`config.mk`:
```
export PLATFORM = sky130hd
export DESIGN_NAME = efsp_mul
export DESIGN_NICKNAME = d
export VERILOG_FILES = /design/src/rtl/efsp_pkg.sv /design/src/rtl/efsp_mul.sv
export SDC_FILE = /design/constraint.sdc
export NUM_CORES = 2
export LEC_CHECK = 0
export BUFFER_PORTS_ARGS = -buffer_cell sky130_fd_sc_hd__buf_2
export CORE_ASPECT_RATIO = 1.2
export CORE_UTILIZATION = 45
export DETAILED_ROUTE_END_ITERATION = 6
export GPL_TIMING_DRIVEN = 0
export SYNTH_ARGS = -nofsm -noshare
export SYNTH_HDL_FRONTEND = slang
export SYNTH_SLANG_ARGS = --single-unit
```
`constraint.sdc`:
```
create_clock -name clk -period 9.7 [get_ports clk]
set_input_delay 0.485 -clock clk [delete_from_list [all_inputs] [get_ports clk]]
set_output_delay 0.485 -clock clk [all_outputs]
set_load 0.05 [all_outputs]
```
`src/rtl/efsp_pkg.sv`:
```
package efsp_pkg;
  localparam int FracBits = 16;
  localparam int CordicSteps = 16;
  localparam logic [30:0] LinearGainCollide = 31'd32768;
  localparam logic [30:0] LinearGainRear = 31'd32768;
  localparam int CfgCount = 8;

  localparam logic [2:0] RegTargetDistance = 3'd0;
  localparam logic [2:0] RegSpareDistance = 3'd1;
  localparam logic [2:0] RegLinearGainTrack = 3'd2;
  localparam logic [2:0] RegAngularGainTrack = 3'd3;
  localparam logic [2:0] RegAngularIntegralGain = 3'd4;
  localparam logic [2:0] RegAngularDerivativeGain = 3'd5;
  localparam logic [2:0] RegAngularGainCollide = 3'd6;
  localparam logic [2:0] RegAngularGainRear = 3'd7;

  localparam logic [1:0] ModeCollide = 2'd0;
  localparam logic [1:0] ModeRear = 2'd1;
  localparam logic [1:0] ModeTrack = 2'd2;

  typedef struct packed {
    logic signed [31:0] edge_distance;
    logic signed [31:0] angle_difference;
    logic edge_on_left;
    logic signed [31:0] direction_x;
    logic signed [31:0] direction_y;
  } in_word_t;

  typedef struct packed {
    logic [15:0] linear_velocity;
    logic signed [31:0] angular_velocity;
    logic [1:0] mode;
    logic saturated;
  } out_word_t;

  // arctangent in degrees rounded from Q.24 to the fraction width
  function automatic logic signed [31:0] atan_deg(input logic [4:0] i);
    logic [31:0] a;
    case (i)
      5'd0: a = 754974720; 5'd1: a = 445687602; 5'd2: a = 235489089;
      5'd3: a = 119537938; 5'd4: a = 60000934; 5'd5: a = 30029717;
      5'd6: a = 15018523; 5'd7: a = 7509720; 5'd8: a = 3754917;
      5'd9: a = 1877466; 5'd10: a = 938734; 5'd11: a = 469367;
      5'd12: a = 234684; 5'd13: a = 117342; 5'd14: a = 58671;
      5'd15: a = 29335; 5'd16: a = 14668; 5'd17: a = 7334;
      5'd18: a = 3667; 5'd19: a = 1833; 5'd20: a = 917; 5'd21: a = 458;
      5'd22: a = 229; 5'd23: a = 115; 5'd24: a = 57; 5'd25: a = 29;
      5'd26: a = 14; 5'd27: a = 7; 5'd28: a = 4; 5'd29: a = 2;
      5'd30: a = 1;
      default: a = 0;
    endcase
    if (24 > FracBits) a = (a + (32'd1 << (23 - FracBits))) >> (24 - FracBits);
    return $signed(a);
  endfunction
endpackage

```
`src/rtl/efsp_mul.sv`:
```
// registered signed 33x33 multiplier with floor shift by the fraction width
module efsp_mul import efsp_pkg::*; (
  input  logic               clk,
  input  logic signed [32:0] a,
  input  logic signed [32:0] b,
  output logic signed [65:0] p,
  output logic signed [65:0] p_shr
);
  always_ff @(posedge clk) begin
    p <= a * b;
  end
  assign p_shr = p >>> FracBits;
endmodule

```
Word-level counts from Yosys, hierarchy flattened:

Cells that the tools add are included.

* multiply operators: 1

Operators with widths (number)
* $mul A33 B33 Y66: 1

* output and inout port bits: 132
* word-level logic and storage cells: 2
* bits in registers: 66
* input bits: 67

Depth between registers and ports, before layout:

* depth in word-level cells: 1
* depth in mapped cells: 27
* depth with buffers taken out: 26

Least setup slack after synthesis:

Ideal clock, no wire load.

* path type: input to register
* start: in a[32]
* end: reg p[62]
* arrival: 7642 ps
* cell stages on the path: 23
* slack: 1979 ps
* path buffers: 2
* data required time: 9621 ps
* setup time: 79 ps
* cell sequence: clkbuf_1 nand2_1 inv_1 fa_1 fa_1 fa_1 fa_1 fa_1 fa_1 fa_1 inv_1 fa_1 inv_1 ha_1 clkbuf_1 and3_1 nand3_1 nand2b_1 a2111oi_4 a211oi_4 a21o_2 a21o_1 a211oi_2

* longest elaborated chain between the ends: 1

Ends and longest elaborated chain
* start: declaration: RTL line efsp_mul.sv:4 `input logic signed [32:0] a,`
* $mul A33 B33 Y66: RTL line efsp_mul.sv:10 `p <= a * b;`
* end signal: assignment: RTL line efsp_mul.sv:10
* end: declaration: RTL line efsp_mul.sv:6 `output logic signed [65:0] p,`

Every way passes these cells.

Worst setup path in the final report:

* start: in a[32]
* end: reg p[64]

The elaborated chain is that of the path after synthesis.

==> results.txt <==
outcome - finished, violations left
failing checks - capacitance limit, slew limit
IO Port Bufs - 198
MaxCap Viol Count - 1
CTS Buf Count - 9
fmax - 108 MHz
CP required - 9.99 ns
Residual DRC - 0
fin. max-slew vios - 11
biggest regs - p x66
CTS tree - built
Post-synth EDFFs - 0
Post-Synthesis Net Count - 5833
Final Hold Fails - 0
Hold Crit Class - in2reg
Total GRT Usage - 33.9%
die area - 0.0928 sq mm
share of cells above drive strength 1 - 7.15%
CTS Root Cell - clkbuf_16
total wire length - 153000 um
fin nets - 6042
Worst path most repeated cell - fa_1
antenna violations before repair - 24
GR Overflow Total - 0
setup violators final - 0
Seq/Total Area, Yosys - 3.20%
CTS resizes - 0
htree depth - 3
number of setup buffers added after CTS - 0
Synth-to-Final Area Change - 6.76%
layout filler cell count - 8730
flop and latch count out of synthesis - 66
Netlist cell types - 81
final core utilization - 48.5%
setup TNS - 0 ns
worst-path cell chain - buf_2 > clkdlybuf4s15_1 > nand2_1 > inv_1 > fa_1 > fa_1 > fa_1 > fa_2 > fa_1 > fa_1 > fa_1 > inv_1 > fa_1 > inv_1 > ha_1 > clkbuf_1 > nand4_1 > nor3_1 > o311ai_4 > nand3_2 > a211oi_1 > a311oi_1
drt initial violations - 2425
iteration count of the initial detailed-routing pass - 6
via count - 31350
Largest Register - p
top post-synthesis cells by area - fa_1 56%, inv_1 10%, and2_1 8.5%
Synth area leader - fa_1
critical-path maximum fanout - 17
clock sinks - 66
Gate Count Post-Synth - 4404
worst path buffer plus inverter count - 6
crit end category - register
Placed Cells incl. Taps - 5770
critical path's slowest cell - fa_2
Avg Inst Size Synth - 9.36 sq um
Die Span X - 278 um
Post-synth top cells - 1145 x fa_1, 1131 x inv_1, 562 x and2_1, 551 x nand2_1, 217 x ha_1
min cycle time layout - 9.25 ns
Synth top area share - 55.6%
synthesized area - 0.0412 sq mm
worst setup path class - in2reg
via/cell ratio - 5.41
Post-Layout Cell Count - 5796
core region area - 0.0907 sq mm
Largest register FFs - 66
Largest stage delay, worst path - 1.02 ns
I/O Pins - 199
RSZ-0062 raised after global routing - no
max_slew headroom - -2.29%
asr flop ratio synth - 0%
CP arrival - 9.54 ns
first-pass GRT wire length - 221000 um
Worst-Margin Slew - 1.53 ns
clock-pin slew on the worst setup and hold paths - 0.09 ns
Post-DP HPWL - 130000 um
Top FF cell, synth - dfxtp_1
Initial Utilization - 45.5%
DIE HEIGHT - 334 um
critical path launch point type - input port
hold slack - 0.506 ns
vias in the first global route - 32890
YS warnings - 0
DR WL/cell - 26.3 um
Routed Antenna Nets - 0
pin count of the biggest net entering global routing - 27
number of core rows - 121
final worst path period share - 95.3%
gpl congestion - 1.08
clk buf depth - 2
most frequent cell after synthesis - fa_1
number of hold buffers added after CTS - 0
CP delay by family, top - adder cells
-- final timing paths --
kind	startpoint	end	slack (ns)	cells after the start
min	a[0]	p[0]	0.51	2
max	a[32]	p[64]	0.45	22
-- metrics by stage --
stage / instance area, sq um / worst slack (ns)
floorplan: 41200 / 1.98
global placement: 43700 / -0.331
detailed placement: 43700 / -0.310
CTS: 44000 / 0.0599
global route: 44000 / 0.0418
finish: 44000 / 0.453
-- area by class of cell --
type / instances / area [sq um] / area share [%]
Multi-Input combinational cell: 2920 / 34300 / 78.0
Inverter: 1131 / 4250 / 9.64
Tap cell: 1168 / 1460 / 3.32
Buffer: 287 / 1350 / 3.07
Sequential cell: 66 / 1320 / 3.00
Timing Repair Buffer: 198 / 991 / 2.25
Clock buffer: 9 / 225 / 0.512
Clock inverter: 7 / 77.6 / 0.176
Antenna cell: 10 / 25.0 / 0.0568
-- cell families (layout without fill, tap and decap cells) --
| kind of cell | Yosys count | after routing | share of synthesized area, % |
|---|---|---|---|
| buf+inv | 1418 | 1632 | 13.6 |
| fa+ha+maj | 1362 | 1362 | 62.2 |
| simple gates | 1271 | 1271 | 15.6 |
| compound gates | 219 | 219 | 4.02 |
| xor+xnor | 68 | 68 | 1.44 |
| flops | 66 | 66 | 3.20 |
| other cells | 0 | 10 | 0 |
-- per-layer routing --
| layer | GRT usage [%] | part of all wire [%] | routed length [um] | up-vias |
|---|---|---|---|---|
| li1 | - | - | - | 12903 |
| met5 | 0 | 0.052 | 80 | - |
| met2 | 56.2 | 49 | 74000 | 1617 |
| met4 | 27.8 | 10 | 15300 | 10 |
| met3 | 6.07 | 7.9 | 12100 | 523 |
| met1 | 38.4 | 33 | 51100 | 16297 |
-- placed cells by master (no fill, tap or decap), types with 3 or more instances in the layout --
master,n
fa_1,1144
inv_1,1131
and2_1,562
nand2_1,551
ha_1,217
buf_2,209
clkbuf_1,207
nor2_1,68
buf_4,66
dfxtp_1,66
a21oi_1,57
xnor2_1,43
a21o_1,36
o21ai_0,25
nand3_1,25
xor2_1,25
nand2b_1,12
o21bai_1,11
nand4_1,11
diode_2,10
clkbuf_16,9
a31oi_1,8
a211oi_1,7
nor3_1,7
o21a_1,6
o21ai_1,6
a211o_1,6
and3_1,5
and4_1,5
nor2b_1,5
o211ai_1,4
a211oi_2,3
or3_1,3
o31ai_4,3
a21oi_2,3
or2_2,3
clkinv_4,3
Power is not shown: default switching activity piles up to over one toggle a cycle in this logic, so the estimate is an artifact.
